### src/rtl/core/http_request_line_checker_defines.svh
// ----------------------------------------------------------------------------
// http request line checker assertion macros
// shared concurrent check forms, removed when NO_ASSERTIONS is defined
// ----------------------------------------------------------------------------
`ifndef HTTP_REQUEST_LINE_CHECKER_DEFINES_SVH
`define HTTP_REQUEST_LINE_CHECKER_DEFINES_SVH

`ifndef NO_ASSERTIONS

// same-cycle implication
`define HRLC_ASSERT_IMP(lbl, ante, cons, msg) \
  lbl: assert property (@(posedge clk) disable iff (!rst_n) (ante) |-> (cons)) \
    else $error(msg);

// next-cycle implication
`define HRLC_ASSERT_NXT(lbl, ante, cons, msg) \
  lbl: assert property (@(posedge clk) disable iff (!rst_n) (ante) |=> (cons)) \
    else $error(msg);

`else

`define HRLC_ASSERT_IMP(lbl, ante, cons, msg)
`define HRLC_ASSERT_NXT(lbl, ante, cons, msg)

`endif

`endif

### src/rtl/core/hrlc_pkg.sv
// ----------------------------------------------------------------------------
// hrlc_pkg
// types, character codes and verdict codes of the request line checker
// ----------------------------------------------------------------------------
`timescale 1ns / 1ps

package hrlc_pkg;

  localparam logic [7:0] CH_TAB   = 8'h09;
  localparam logic [7:0] CH_LF    = 8'h0A;
  localparam logic [7:0] CH_CR    = 8'h0D;
  localparam logic [7:0] CH_SP    = 8'h20;
  localparam logic [7:0] CH_SLASH = 8'h2F;
  localparam logic [7:0] CH_UA    = 8'h41;
  localparam logic [7:0] CH_UZ    = 8'h5A;

  localparam int unsigned METHOD_MAX_LEN = 6;
  localparam int unsigned VERSION_LEN    = 8;

  // byte 0 in the low bits
  localparam logic [7:0] VERSION_TEXT [VERSION_LEN] = '{
    8'h48, 8'h54, 8'h54, 8'h50, 8'h2F, 8'h31, 8'h2E, 8'h31
  };

  typedef enum logic [1:0] {
    MC_GET    = 2'd0,
    MC_POST   = 2'd1,
    MC_DELETE = 2'd2,
    MC_HEAD   = 2'd3
  } method_t;

  localparam logic [47:0] METHOD_NAME [4] = '{
    48'h0000_0054_4547,
    48'h0000_5453_4F50,
    48'h4554_454C_4544,
    48'h0000_4441_4548
  };
  localparam logic [2:0] METHOD_LEN [4] = '{3'd3, 3'd4, 3'd6, 3'd4};

  typedef enum logic [3:0] {
    ST_OK         = 4'd0,
    ST_NO_CRLF    = 4'd1,
    ST_EMPTY      = 4'd2,
    ST_EDGE_SPACE = 4'd3,
    ST_TAB        = 4'd4,
    ST_DBL_SPACE  = 4'd5,
    ST_FEW_TOKENS = 4'd6,
    ST_MANY_TOKENS= 4'd7,
    ST_LOWER_METH = 4'd8,
    ST_UNKNOWN_METH = 4'd9,
    ST_BAD_URI    = 4'd10,
    ST_BAD_VERSION = 4'd11
  } status_t;

  typedef enum logic [1:0] {
    PH_IDLE = 2'd0,
    PH_SCAN = 2'd1,
    PH_DONE = 2'd2
  } phase_t;

  // fault bits
  localparam int unsigned FLT_LEAD = 0;
  localparam int unsigned FLT_TAB  = 1;
  localparam int unsigned FLT_DBL  = 2;

  typedef struct packed {
    logic [7:0]  prev_char;
    logic [15:0] position;
    logic [2:0]  token_count;
    logic        inside_token;
    logic [47:0] method_chars;
    logic [2:0]  method_length;
    logic        method_upper;
    logic        uri_slash;
    logic [15:0] uri_offset;
    logic [15:0] uri_length;
    logic [3:0]  ver_count;
    logic        ver_bad;
    logic [2:0]  faults;
  } line_t;

  localparam line_t LINE_CLEAR = '{
    prev_char:     8'd0,
    position:      16'd0,
    token_count:   3'd0,
    inside_token:  1'b0,
    method_chars:  48'd0,
    method_length: 3'd0,
    method_upper:  1'b1,
    uri_slash:     1'b0,
    uri_offset:    16'd0,
    uri_length:    16'd0,
    ver_count:     4'd0,
    ver_bad:       1'b0,
    faults:        3'd0
  };

  typedef struct packed {
    logic [15:0] line_length;
    logic [15:0] uri_length;
    logic [15:0] uri_offset;
    method_t     method_code;
    status_t     status;
  } result_t;

endpackage

### src/rtl/core/hrlc_judge.sv
// ----------------------------------------------------------------------------
// hrlc_judge
// verdict for a line closed by cr lf, first fault in precedence order wins
// ----------------------------------------------------------------------------
`timescale 1ns / 1ps

module hrlc_judge (
  input  hrlc_pkg::line_t   line_i,
  output hrlc_pkg::result_t verdict_o
);
  import hrlc_pkg::*;

  logic    meth_hit;
  method_t meth_code;
  status_t status;

  always_comb begin
    meth_hit  = 1'b0;
    meth_code = MC_GET;
    for (int k = 3; k >= 0; k--) begin
      if (line_i.method_length == METHOD_LEN[k] && line_i.method_chars == METHOD_NAME[k]) begin
        meth_hit  = 1'b1;
        meth_code = method_t'(k[1:0]);
      end
    end
  end

  always_comb begin
    priority if (line_i.position == 16'd0) begin
      status = ST_EMPTY;
    end else if (line_i.faults[FLT_LEAD] || line_i.prev_char == CH_SP) begin
      status = ST_EDGE_SPACE;
    end else if (line_i.faults[FLT_TAB]) begin
      status = ST_TAB;
    end else if (line_i.faults[FLT_DBL]) begin
      status = ST_DBL_SPACE;
    end else if (line_i.token_count < 3'd3) begin
      status = ST_FEW_TOKENS;
    end else if (line_i.token_count > 3'd3) begin
      status = ST_MANY_TOKENS;
    end else if (!line_i.method_upper) begin
      status = ST_LOWER_METH;
    end else if (!meth_hit) begin
      status = ST_UNKNOWN_METH;
    end else if (!line_i.uri_slash) begin
      status = ST_BAD_URI;
    end else if (line_i.ver_bad || line_i.ver_count != 4'(VERSION_LEN)) begin
      status = ST_BAD_VERSION;
    end else begin
      status = ST_OK;
    end
  end

  assign verdict_o = '{
    line_length: line_i.position,
    uri_length:  line_i.uri_length,
    uri_offset:  line_i.uri_offset,
    method_code: (status == ST_OK) ? meth_code : MC_GET,
    status:      status
  };

endmodule

### src/rtl/core/hrlc_scan.sv
// ----------------------------------------------------------------------------
// hrlc_scan
// per-byte line state, cr lf detection and result generation
// ----------------------------------------------------------------------------
`timescale 1ns / 1ps

module hrlc_scan (
  input  logic              clk,
  input  logic              rst_n,
  input  logic              step_i,
  input  logic [7:0]        byte_i,
  input  logic              first_i,
  input  logic              eod_i,
  output logic              res_valid_o,
  output hrlc_pkg::result_t res_o
);
  import hrlc_pkg::*;

  `include "http_request_line_checker_defines.svh"

  phase_t  phase_r, phase_nxt;
  logic    cr_pend_r, cr_pend_nxt;
  line_t   line_r, line_nxt;
  result_t verdict;

  phase_t ph_cur;
  line_t  line_cur, line_a, line_b, line_d;
  logic   cp_cur, lf_close, is_cr;

  function automatic logic [15:0] sat_inc(input logic [15:0] v);
    return (v == 16'hFFFF) ? v : v + 16'd1;
  endfunction

  function automatic line_t feed(input line_t s, input logic [7:0] c);
    line_t r;
    logic  sep;
    r   = s;
    sep = (c == CH_SP) || (c >= CH_TAB && c <= CH_CR);
    if (s.position == 16'd0 && c == CH_SP) r.faults[FLT_LEAD] = 1'b1;
    if (c == CH_TAB) r.faults[FLT_TAB] = 1'b1;
    if (c == CH_SP && s.position != 16'd0 && s.prev_char == CH_SP) r.faults[FLT_DBL] = 1'b1;
    if (sep) begin
      r.inside_token = 1'b0;
    end else begin
      if (!s.inside_token) begin
        r.inside_token = 1'b1;
        if (s.token_count < 3'd4) r.token_count = s.token_count + 3'd1;
        if (r.token_count == 3'd2) begin
          r.uri_offset = s.position;
          r.uri_length = 16'd0;
          r.uri_slash  = (c == CH_SLASH);
        end
      end
      if (r.token_count == 3'd1) begin
        for (int i = 0; i < METHOD_MAX_LEN; i++) begin
          if (s.method_length == 3'(i)) r.method_chars[8*i +: 8] = c;
        end
        if (s.method_length < 3'd7) r.method_length = s.method_length + 3'd1;
        if (c < CH_UA || c > CH_UZ) r.method_upper = 1'b0;
      end else if (r.token_count == 3'd2) begin
        r.uri_length = sat_inc(r.uri_length);
      end else if (r.token_count == 3'd3) begin
        if (!s.ver_bad) begin
          if (s.ver_count < 4'(VERSION_LEN) && c == VERSION_TEXT[s.ver_count[2:0]]) begin
            r.ver_count = s.ver_count + 4'd1;
          end else begin
            r.ver_bad = 1'b1;
          end
        end
      end
    end
    r.prev_char = c;
    r.position  = sat_inc(s.position);
    return r;
  endfunction

  hrlc_judge u_judge (
    .line_i    (line_r),
    .verdict_o (verdict)
  );

  // restart and byte chain
  always_comb begin
    ph_cur   = first_i ? PH_SCAN : phase_r;
    line_cur = first_i ? LINE_CLEAR : line_r;
    cp_cur   = first_i ? 1'b0 : cr_pend_r;
    is_cr    = (byte_i == CH_CR);
    lf_close = cp_cur && byte_i == CH_LF;
    line_a   = cp_cur ? feed(line_cur, CH_CR) : line_cur;
    line_b   = is_cr ? line_a : feed(line_a, byte_i);
    line_d   = (eod_i && is_cr) ? feed(line_b, CH_CR) : line_b;
  end

  // next state
  always_comb begin
    phase_nxt = phase_r;
    if (step_i) begin
      unique case (ph_cur)
        PH_SCAN: phase_nxt = (lf_close || eod_i) ? PH_DONE : PH_SCAN;
        PH_IDLE: phase_nxt = PH_IDLE;
        PH_DONE: phase_nxt = PH_DONE;
        default: phase_nxt = PH_IDLE;
      endcase
    end
  end

  // line state and result
  always_comb begin
    line_nxt    = line_r;
    cr_pend_nxt = cr_pend_r;
    res_valid_o = 1'b0;
    res_o       = verdict;
    if (step_i) begin
      line_nxt    = line_cur;
      cr_pend_nxt = cp_cur;
      if (ph_cur == PH_SCAN) begin
        if (lf_close) begin
          cr_pend_nxt = 1'b0;
          res_valid_o = 1'b1;
          res_o       = verdict;
        end else begin
          line_nxt    = line_d;
          cr_pend_nxt = is_cr && !eod_i;
          res_valid_o = eod_i;
          res_o = '{
            line_length: line_d.position,
            uri_length:  line_d.uri_length,
            uri_offset:  line_d.uri_offset,
            method_code: MC_GET,
            status:      ST_NO_CRLF
          };
        end
      end
    end
  end

  always_ff @(posedge clk) begin
    if (!rst_n) begin
      phase_r   <= PH_IDLE;
      cr_pend_r <= 1'b0;
      line_r    <= LINE_CLEAR;
    end else begin
      phase_r   <= phase_nxt;
      cr_pend_r <= cr_pend_nxt;
      line_r    <= line_nxt;
    end
  end

  `HRLC_ASSERT_IMP(a_res_from_scan, res_valid_o, phase_r == PH_SCAN || first_i,
    "result outside a scanned line")
  `HRLC_ASSERT_NXT(a_done_after_res, res_valid_o, phase_r == PH_DONE,
    "line not closed after its verdict")
  `HRLC_ASSERT_IMP(a_uri_needs_token, line_r.uri_length != 16'd0,
    line_r.token_count >= 3'd2, "uri length without a second token")

endmodule

### config.mk
export PLATFORM = sky130hd
export DESIGN_NAME = hrlc_scan
export DESIGN_NICKNAME = d
export VERILOG_FILES = /design/src/rtl/core/hrlc_pkg.sv /design/src/rtl/core/hrlc_judge.sv /design/src/rtl/core/hrlc_scan.sv
export VERILOG_INCLUDE_DIRS = /design/src /design/src/rtl/core
export SDC_FILE = /design/constraint.sdc
export NUM_CORES = 1
export LEC_CHECK = 0
export BUFFER_PORTS_ARGS = -buffer_cell sky130_fd_sc_hd__buf_4
export CORE_MARGIN = 1.5
export CORE_UTILIZATION = 45
export DETAILED_ROUTE_END_ITERATION = 7
export PLACE_DENSITY_LB_ADDON = 0.05
export SLEW_MARGIN = 20
export SYNTH_ARGS = -nofsm -noshare
export SYNTH_HDL_FRONTEND = slang
export SYNTH_SLANG_ARGS = --single-unit
### constraint.sdc
create_clock -name clk -period 13.1 [get_ports clk]
set_input_delay 2.62 -clock clk [delete_from_list [all_inputs] [get_ports clk]]
set_output_delay 2.62 -clock clk [all_outputs]
set_load 0.01 [all_outputs]
# --- After elaboration in Yosys (flattened, before gate mapping) ---
# Memories as Yosys holds them, arrays and structs flattened.
# Cells that the tools add are included.
totals:
  ff_bits: 124
  romBits: 64
  in_bits: 13
  out_inout_bits: 55
  wordCells: 161
  mem_count: 1
classes:
  add_sub_neg: 7
  order_cmp: 10
  n_eq_ne: 31
  n_mux: 73
  bitwise_logic: 1
  n_reduce_logical: 23
memory_table:
  columns: ["memory", "depth", "word_bits", "read_ports", "rd_clocked_by_memory_dff", "write_ports", "line", "text"]
  rows:
  - ["(no name shown)", 8, 8, 1, 0, 0, "hrlc_scan.sv:64", "if (s.ver_count < 4'(VERSION_LEN) && c == VERSION_TEXT[s.ver_count[2:0]]) begin"]
ops:
  columns: ["cell", "n"]
  rows:
  - ["$mux W121", 6]
  - ["$mux W54", 3]
  - ["$mux W33", 3]
  - ["$eq A48 B31 Y1 const B", 2]
  - ["$mux W90", 1]
  - ["$mux W16", 5]
  - ["$add A16 B1 Y16 const B", 4]
  - ["$eq A16 B16 Y1 const B", 4]
  - ["$mux W8", 8]
  - ["$mux W4", 13]
  - ["$mux W52", 1]
  - ["$eq A48 B23 Y1 const B", 1]
  - ["$eq A48 B47 Y1 const B", 1]
  - ["$eq A8 B6 Y1 const B", 4]
  - ["$logic_not A16 Y1", 2]
  - ["$eq A8 B4 Y1 const B", 3]
  - ["$mux W21", 1]
  - ["$eq A3 B2 Y1 const B", 6]
  - ["$mux W1", 16]
  - ["$reduce_bool A16 Y1", 1]
  - ["$mux W3", 5]
  - ["$mux W5", 3]
  - ["$mux W2", 7]
  - ["$eq A3 B3 Y1 const B", 4]
  - ["other kinds (23)", 41]

# --- Depth between registers and ports, before layout ---
# Gate-level depths: netlist of run 1.
logic_depth:
  depth_word: 24
  mapped_depth: 30

# --- Cells and area by module ---
# Synthesis of run 1 repeated with hierarchy kept, for this count alone.
unflattened:
  cells_unflattened: 1310
  hier_area_um2: 9412.8
modules_own_cells:
  columns: ["mod", "n_inst", "cells_per_inst", "area_each_um2", "seq_area_each_um2"]
  rows:
  - ["hrlc_scan", 1, 1172, 8493.1, 2482.4]
  - ["hrlc_judge", 1, 138, 919.6, 0.0]

# --- Worst setup path after synthesis of run 1 ---
# Ideal clock, no wire load.
synth_timing:
  path_type: "input-to-output"
  startpoint: "input port first_i"
  endpoint: "output port res_o[50] in the netlist's numbering"
  arrival_ns: 9.125
  setup_slack_ns: 1.355
  stages: 28
  cell_sequence: "buf_2 clkbuf_1 clkbuf_1 buf_1 clkbuf_1 clkbuf_1 clkbuf_1 clkbuf_1 nor2b_1 ha_1 inv_1 nor4_2 nand2_1 nand3_1 a21oi_1 ha_1 clkbuf_1 nand4_1 o211ai_1 o2111ai_1 nor3_4 a21oi_1 xnor2_1 ha_1 or4b_2 nor3_1 mux2_2 o21ai_0"
synth_rtl:
  columns: ["element", "line", "text"]
  rows:
  - ["start, declared", "hrlc_scan.sv:12", "input logic first_i,"]
  - ["end, declared", "hrlc_scan.sv:15", "output hrlc_pkg::result_t res_o"]

==> qor.yml, run 1 <==
outcome:
  status: "completed"
global_routing:
  grt_pass1_wl_um: 50000
  antenna_found_initial: 0
  grt_overflow_total: 0
  grt_usage_pct: 29.6
  grt_pass1_vias: 8930
  grt_max_degree: 97
critical_path:
  critPathLaunchType: "input pin"
  cp_max_fo: 48
  worstPathArrival_ns: 8.85
  critical_path_required_ns: 10.48
  crit_type: "in2out"
  end_kind: "primary output"
clock_tree:
  numCtsBuffers: 17
  clk_latency_ns: 0.44
  cts_resized: 0
  cts_tree: "yes"
  cts_max_level: 4
  cts_max_path_buffers: 2
  cts.sinks: 124
  hold_buffers: 0
  post-cts-setup-buffers: 0
  cts.clk_slew.worst_paths_ns: 0.06
  clockRootBuffer: "clkbuf_16"
place:
  io_buffers: 67
  place_area_um2: 9850
  gp_congestion: 0.966
  place_ws_ns: 1.84
  hpwl_um: 22400
logic_synthesis:
  syn_inst: 1246
  synth_nets: 1275
  async_reset_ff_share_pct: 0
  synth_cell_types: 81
  ys_seq_area_share_pct: 26.8
  synthFlopType: "dfxtp_1"
  synth_edf_count: 0
  syn_avg_cell_area_um2: 7.42
  ys_seq_elements: 124
  syn_area_um2: 9250
  yosys_warnings: 0
sta:
  setup_ws_ns: 1.63
  fin_tns_setup_ns: 0
  rsz0062_at_grt: "false"
  skew_ns: 0.0138
  slew_headroom_pct: 31.5
  finalMaxSlewViolations: 0
  setup_viol: 0
  fin_crit_sh_pct: 87.5
  hold_viol: 0
  min_period_ns: 11.47
  worst_slew_pin_slew_ns: 1.02
  fmax_ghz: 0.0872
routing:
  ant_nets: 0
  drt_wl_total_um: 32000
  vias: 9737
  wl_per_cell_um: 20.7
  dr.pass1.iters: 5
  route.detailed.drc: 0
  drtIter0Drc: 830
  viasPerCell: 6.31
layout:
  num_antenna_cells: 0
  fin_nets: 1290
  fin_util_pct: 51.8
  mostFrequentLayoutCells: "155 x nand2_1, 124 x dfxtp_1, 104 x nor2b_1, 78 x nor2_1, 78 x buf_4"
  drive_gt1_share_pct: 11.1
  multi_input_area_um2: 6350
  syn2layout_area_growth_pct: 13.0
  fill_cells: 2017
  regArea_um2: 2480
  mostFrequentLayoutCell: "nand2_1"
  stdcell_area_um2: 10500
run:
  maxCapViolCount: 0
floorplan:
  die_h_um: 146
  start_util_pct: 45.9
  ios: 68
  dieArea_um2: 21400
  die_x_um: 146
  coreArea_um2: 20200
  row_count: 52
power_and_ir_drop:
  totalPowerFinal_mw: 0.975
  power.density_nw_per_um2: 93.2
  p_leak_nw: 3.68
  peakVddDrop_mv: 0.0814
worst_hold_path:
  hp-class: "reg2reg"
layer usage:
metal	vias up	wire length, um	GRT usage (%)	part of all wire (%)
met5	-	0	0	0
met4	0	1280	14.0	4.0
met3	89	1950	5.38	6.1
met2	404	14700	46.9	46
met1	4600	14100	38.8	44
li1	4644	-	-	-
worst max-delay path, cell delays in order:
cell,delay [ns]
buf_4,0.25
nor2b_1,0.22
ha_1,0.35
inv_1,0.13
nor4_2,0.50
mux2_2,0.43
nand2_1,0.12
ha_1,0.42
nand4_1,0.15
o211ai_1,0.46
o2111ai_1,0.39
nor3_4,0.37
a21oi_1,0.25
xnor2_1,0.33
ha_1,0.23
nor4b_2,0.55
buf_4,0.27
a311oi_1,0.15
or3_1,0.35
o211ai_1,0.11
buf_4,0.16
worst paths after layout:
kind                              endpoint  cells past startpoint               startpoint  slack [ns]
setup / recovery                 res_o[42]                     21                  first_i        1.63
setup reg to reg  line_r[101]$_SDFFE_PN0P_                     19  line_r[97]$_SDFFE_PN0P_        6.51
hold / removal     line_r[24]$_SDFFE_PN0P_                      2  line_r[24]$_SDFFE_PN0P_        0.47
hold reg to reg    line_r[24]$_SDFFE_PN0P_                      2  line_r[24]$_SDFFE_PN0P_        0.47
per-stage QoR:
| step | hold slack (ns) | std cells |
|---|---|---|
| floorplan | 0.441 | 1246 |
| detailed placement | 0.461 | 1512 |
| finish | 0.467 | 1544 |
| global route | 0.492 | 1544 |
| CTS | 0.470 | 1544 |
| global placement | 0.454 | 1512 |
synthesized netlist by cell type, types with 17 or more instances:
cell type	n	area [um^2]
a21oi_1	60	300
nand3_1	51	255
clkbuf_1	62	233
nand2_1	156	586
inv_1	23	86.3
a22oi_1	70	526
nor3_1	25	125
nor4_1	34	213
o21ai_0	61	305
nor2_1	80	300
nand4_1	24	150
dfxtp_1	124	2480
and2_1	28	175
a22o_1	17	149
xnor2_1	18	158
and3_1	23	144
nor2b_1	104	651
where the power goes:
part           internal, mW  switching [mW]
Combinational        0.0301          0.0656
Clock                 0.272           0.219
Sequential            0.382         0.00597
Total                 0.684           0.290
cell type report:
type / instances / area share, %
Clock buffer: 17 / 4.07
Clock inverter: 15 / 1.68
Sequential cell: 124 / 23.7
Tap cell: 270 / 3.23
Inverter: 25 / 0.898
Multi-Input combinational cell: 1015 / 60.8
Timing Repair Buffer: 78 / 5.60
kinds of logic (layout without fill, tap and decap cells):
| family | count (synthesis) | in the layout | synth area share (%) |
|---|---|---|---|
| simple gates | 617 | 617 | 36.6 |
| mux | 17 | 17 | 1.91 |
| flops | 124 | 124 | 26.8 |
| compound gates | 339 | 339 | 25.4 |
| fa+ha+maj | 16 | 16 | 2.16 |
| xor+xnor | 26 | 26 | 2.46 |
| buf+inv | 107 | 135 | 4.63 |
flip-flops by register name (all words and copies together) (netlist names):
signal	cells
cr_pend_r	1
line_r	121
phase_r	2
No activity file was read; power rests on OpenSTA's default activity.
==> run 2: changes to the inputs <==
- CORE_MARGIN: 1.5 -> 2
- PLACE_DENSITY: unset -> 0.6
- PLACE_DENSITY_LB_ADDON: 0.05 -> unset
- clock period: 13.1 -> 10.7 ns (I/O delays scaled with it)
==> qor.yml, run 2 (synthesis gave the netlist of run 1 again) <==
sta:
  fmax_ghz: 0.0983
  setup_viol: 0  # unchanged
  hold_viol: 0  # unchanged
  fin_tns_setup_ns: 0  # unchanged
  fin_crit_sh_pct: 95.1
  setup_ws_ns: 0.526  # -1.11 ns
  slew_headroom_pct: 25.2  # -6.3 points
  finalMaxSlewViolations: 0  # unchanged
  min_period_ns: 10.17
  worst_slew_pin_slew_ns: 1.12  # +0.0947 ns
  rsz0062_at_grt: "false"
  skew_ns: 0.0155  # +0.00164 ns
global_routing:
  met1_usage_pct: 37.8  # -1.0 points
  antenna_found_initial: 0  # unchanged
  globalRouteMet2Util_pct: 47.7  # +0.77 points
  grt_max_degree: 113  # +16%
  busiest_layer: "met2"
  grt_pass1_vias: 8921  # -0.10%
  grt_overflow_total: 0  # unchanged
  grt_pass1_wl_um: 49600  # -0.86%
  grt_usage_pct: 28.9  # -0.70 points
  met3_usage_pct: 4.60  # -0.78 points
routing:
  ant_nets: 0  # unchanged
  route.detailed.drc: 1  # +1
  dr.pass1.iters: 8  # +3
  vias: 9596  # -1.4%
  wl_per_cell_um: 20.5  # -1.2%
  drt_wl_total_um: 31700  # -1.1%
  viasPerCell: 6.21  # -1.6%
  drtIter0Drc: 877  # +5.7%
clock_tree:
  cts_tree: "yes"
  clk_latency_ns: 0.43  # about the same
  cts.sinks: 124  # unchanged
  cts.clk_slew.worst_paths_ns: 0.06  # about the same
  numCtsBuffers: 17  # unchanged
  clockRootBuffer: "clkbuf_16"
  cts_resized: 0  # unchanged
  cts_max_level: 4  # unchanged
  hold_buffers: 0  # unchanged
  cts_max_path_buffers: 2  # unchanged
  post-cts-setup-buffers: 0  # unchanged
place:
  io_buffers: 67  # unchanged
  hpwl_um: 22400  # about the same
  place_ws_ns: 0.649  # -1.20 ns
  dp_cells: 1514  # +0.13%
  gp_congestion: 0.974  # +0.91%
power_and_ir_drop:
  peakVddDrop_mv: 0.103  # +26%
  p_leak_nw: 3.69  # about the same
  power.density_nw_per_um2: 114  # +22%
floorplan:
  row_count: 52  # unchanged
  coreArea_um2: 20200  # +0.32%
  die_h_um: 147  # +0.68%
  die_x_um: 147  # +0.68%
  ios: 68  # unchanged
  dieArea_um2: 21700  # +1.4%
  start_util_pct: 45.7  # -0.15 points
critical_path:
  worstPathArrival_ns: 8.03  # -0.82 ns
  crit_type: "in2out"
  cp_max_fo: 20  # -58%
  end_kind: "primary output"
  critical_path_required_ns: 8.56  # -1.92 ns
  critPathLaunchType: "input pin"
  worstSetupStartpoint: "first_i"
  rr_startpoint: "line_r[97]$_SDFFE_PN0P_"
layout:
  fill_cells: 2001  # -0.79%
  mostFrequentLayoutCell: "nand2_1"
  biggestRegsByFlops: "line_r x121, phase_r x2, cr_pend_r x1"
  drive_gt1_share_pct: 11.2  # +0.14 points
  num_antenna_cells: 0  # unchanged
  syn2layout_area_growth_pct: 13.2
  largest_reg_flops: 121  # unchanged
  stdcell_count: 1546  # +0.13%
  mostFrequentLayoutCells: "155 x nand2_1, 124 x dfxtp_1, 104 x nor2b_1, 80 x buf_4, 78 x nor2_1"
  fin_nets: 1292  # +0.16%
  regMostFlops: "line_r"
run:
  maxCapViolCount: 0  # unchanged
worst_hold_path:
  worst_hold_startpoint: "line_r[34]$_SDFFE_PN0P_"
  hp-class: "reg2reg"
outcome:
  status: "finished with violations"
  failed_checks: "design-rule violations"
## run 2: report_power, final
part           internal (mW)  switching [mW]
clock network          0.349           0.248
logic                 0.0371          0.0795
registers              0.468         0.00712
## run 2: final timing paths
path	to	slack [ns]	cells after the start
worst min-delay path	line_r[34]$_SDFFE_PN0P_	0.47	2
worst max register to register	line_r[109]$_SDFFE_PN0P_	4.29	19
worst min register to register	line_r[34]$_SDFFE_PN0P_	0.47	2
worst max-delay path	res_o[50]	0.53	21
## run 2: layout make-up
class                      instances  area, um^2  area share [%]
multi-input combinational       1015        6360            60.8
sequential                       124        2480            23.7
timing repair buffer              80         601            5.74
clock buffer                      18         429            4.10
tap                              270         338            3.23
clock inverter                    14         160            1.53
inverter                          25        93.8           0.896
## run 2: critical path, stage by stage
cell	delay, ns
buf_4	0.18
nor2b_1	0.17
ha_1	0.34
inv_1	0.15
nor4_2	0.51
mux2_2	0.41
nand2_1	0.13
ha_1	0.44
nand4_1	0.14
o211ai_1	0.21
buf_4	0.18
o2111ai_1	0.28
nor3_4	0.37
a21oi_1	0.25
xnor2_1	0.32
ha_1	0.23
or4b_2	0.65
nor3_1	0.24
mux2_2	0.37
o21ai_0	0.15
buf_4	0.15
## run 2: per-stage QoR
stage          total power [mW]  instance area [um^2]  hold slack, ns  utilization [%]
2_1_floorplan             0.561                  9250           0.441                -
3_3_place_gp              0.600                  9870           0.457             48.8
3_5_place_dp              0.600                  9870           0.461             48.8
4_1_cts                    1.19                 10500           0.470             51.7
5_1_grt                    1.23                 10500           0.499             51.7
6_report                   1.19                 10500           0.468             51.7
## run 2: routing by layer
layer	wire length, um	vias up
li1	-	4647
met1	13900	4525
met2	14800	362
met3	1930	62
met4	1030	0
met5	0	-
==> run 3: changes to the inputs <==
- CORE_UTILIZATION: 45 -> 62
- PLACE_DENSITY: 0.6 -> 0.8
==> qor.yml, run 3 (synthesis gave the netlist of run 1 again) <==
outcome:
  status: "completed"
clock_tree:
  clk_latency_ns: 0.43  # about the same
  cts_max_path_buffers: 2  # unchanged
  cts_resized: 0  # unchanged
  hold_buffers: 0  # unchanged
  post-cts-setup-buffers: 0  # unchanged
  cts.clk_slew.worst_paths_ns: 0.07  # about the same
  cts_tree: "yes"
  numCtsBuffers: 17  # unchanged
  cts.sinks: 124  # unchanged
  clockRootBuffer: "clkbuf_16"
  cts_max_level: 4  # unchanged
critical_path:
  path_cells: "buf_4, nor2b_1, ha_1, inv_1, nor4_2, mux2_2, nand2_1, ha_2, nand4_1, o211ai_1, buf_4, o2111ai_1, nor3_4, a21oi_1, xnor2_1, ha_1, or4b_2, nor3_1, mux2_2, o21ai_0, buf_4"
  crit_slowest_cell: "or4b_2"
  timing.critical_path.slowest_cell_delay_ns: 0.66  # about the same
  worstPathArrival_ns: 7.91  # -0.12 ns
  critPathLaunchType: "input pin"
  cp_max_fo: 26  # +30%
  worstRegToRegCells: 19  # unchanged
  critical_path_required_ns: 8.56  # about the same
  r2r_setup_slack_ns: 4.48  # +0.19 ns
  rr_startpoint: "line_r[97]$_SDFFE_PN0P_"
  end_kind: "primary output"
  timing.critical_path.mode_cell: "buf_4"
  reg2reg_to: "line_r[109]$_SDFFE_PN0P_"
  crit_type: "in2out"
sta:
  setup_viol: 0  # unchanged
  fin_tns_setup_ns: 0  # unchanged
  min_period_ns: 10.05  # -0.123 ns
  fmax_ghz: 0.0995  # +1.2%
  hold_viol: 0  # unchanged
  skew_ns: 0.0130  # -0.00246 ns
  rsz0062_at_grt: "false"
  fin_crit_sh_pct: 93.9  # -1.1 points
  slew_headroom_pct: 29.2  # +3.9 points
  finalMaxSlewViolations: 0  # unchanged
  worst_slew_pin_slew_ns: 1.06  # -0.0589 ns
layout:
  mostFrequentLayoutCell: "nand2_1"
  regMostFlops: "line_r"
  regArea_um2: 2480  # unchanged
  mostFrequentLayoutCells: "155 x nand2_1, 124 x dfxtp_1, 104 x nor2b_1, 79 x buf_4, 78 x nor2_1"
  fin_nets: 1291  # -0.077%
  biggestRegsByFlops: "line_r x121, phase_r x2, cr_pend_r x1"
  syn2layout_area_growth_pct: 11.8
  fill_cells: 1228  # -39%
  largest_reg_flops: 121  # unchanged
  multi_input_area_um2: 6360  # about the same
  num_antenna_cells: 0  # unchanged
  drive_gt1_share_pct: 11.3  # +0.087 points
worst_hold_path:
  whs_path_depth: 2  # unchanged
  worst_hold_startpoint: "line_r[34]$_SDFFE_PN0P_"
  min_to: "line_r[34]$_SDFFE_PN0P_"
  hp-class: "reg2reg"
global_routing:
  antenna_found_initial: 0  # unchanged
  grt_max_degree: 114  # +0.88%
  grt_overflow_total: 0  # unchanged
  grt_usage_pct: 37.4  # +8.6 points
  grt_pass1_vias: 9166  # +2.7%
  grt_pass1_wl_um: 48100  # -2.9%
place:
  gp_congestion: 0.983  # +0.89%
  io_buffers: 67  # unchanged
  hpwl_um: 21200  # -5.5%
routing:
  route.detailed.drc: 0  # -1
  vias: 10000  # +4.6%
  ant_nets: 0  # unchanged
  drtIter0Drc: 1144  # +30%
  dr.pass1.iters: 6  # -2
  drt_wl_total_um: 30600  # -3.5%
  wl_per_cell_um: 21.0  # +2.2%
  viasPerCell: 6.88  # +11%
floorplan:
  ios: 68  # unchanged
  die_h_um: 126  # -14%
  die_x_um: 126  # -14%
  coreArea_um2: 14500  # -28%
  start_util_pct: 63.7  # +18 points
  row_count: 44  # -15%
  dieArea_um2: 15900  # -27%
power_and_ir_drop:
  power.density_nw_per_um2: 113  # -0.14%
  totalPowerFinal_mw: 1.17  # -1.3%
  p_leak_nw: 3.68  # -0.18%
  peakVddDrop_mv: 0.138  # +35%
run:
  maxCapViolCount: 0  # unchanged
[run 3: worst max-delay path by stage]
stage | slack (ns) | to | cells after the start | start
2_1_floorplan | 0.004 | res_o[50] | 28 | first_i
3_3_place_gp | 0.80 | res_o[50] | 21 | first_i
3_5_place_dp | 0.62 | res_o[50] | 21 | first_i
4_1_cts | 0.61 | res_o[50] | 21 | first_i
5_1_grt | 0.10 | res_o[50] | 21 | first_i
6_report | 0.65 | res_o[50] | 21 | first_i
[run 3: routing by layer]
| layer | routed length (um) | share of wire [%] | global-route usage [%] |
|---|---|---|---|
| met4 | 1610 | 5.3 | 20.5 |
| met5 | 0 | 0 | 0 |
| met3 | 2720 | 8.9 | 7.60 |
| met1 | 12400 | 41 | 48.1 |
| met2 | 13800 | 45 | 59.0 |
[run 3: critical path: cells and delay by family]
family	cells	cell delay [ns]
buf+inv	4	0.67
mux	2	0.79
xor+xnor	1	0.32
compound gates	4	0.88
fa+ha+maj	3	0.94
simple gates	7	2.14
[run 3: power by group]
group | total (mW) | switching, mW | internal, mW
sequential | 0.475 | 0.00746 | 0.468
combinational | 0.116 | 0.0788 | 0.0370
clock | 0.582 | 0.248 | 0.334
total | 1.17 | 0.334 | 0.839
[run 3: layout make-up]
cell class	count	share of cell area, %
clock buffers	18	4.24
clock inverters	14	1.41
inverters	25	0.907
multi-input cells	1015	61.5
flip-flops and latches	124	24.0
well taps	184	2.22
repair buffers	79	5.73
[run 3: metrics by stage]
step           area (um^2)  hold WS (ns)  cells  utilization, %  worst slack [ns]
6_report             10300         0.467   1459            71.2             0.649
5_1_grt              10300         0.507   1459            71.2             0.103
4_1_cts              10300         0.473   1459            71.2             0.615
3_5_place_dp          9760         0.464   1427            67.1             0.617
3_3_place_gp          9750         0.454   1427            67.1             0.803
2_1_floorplan         9250         0.441   1246               -           0.00414
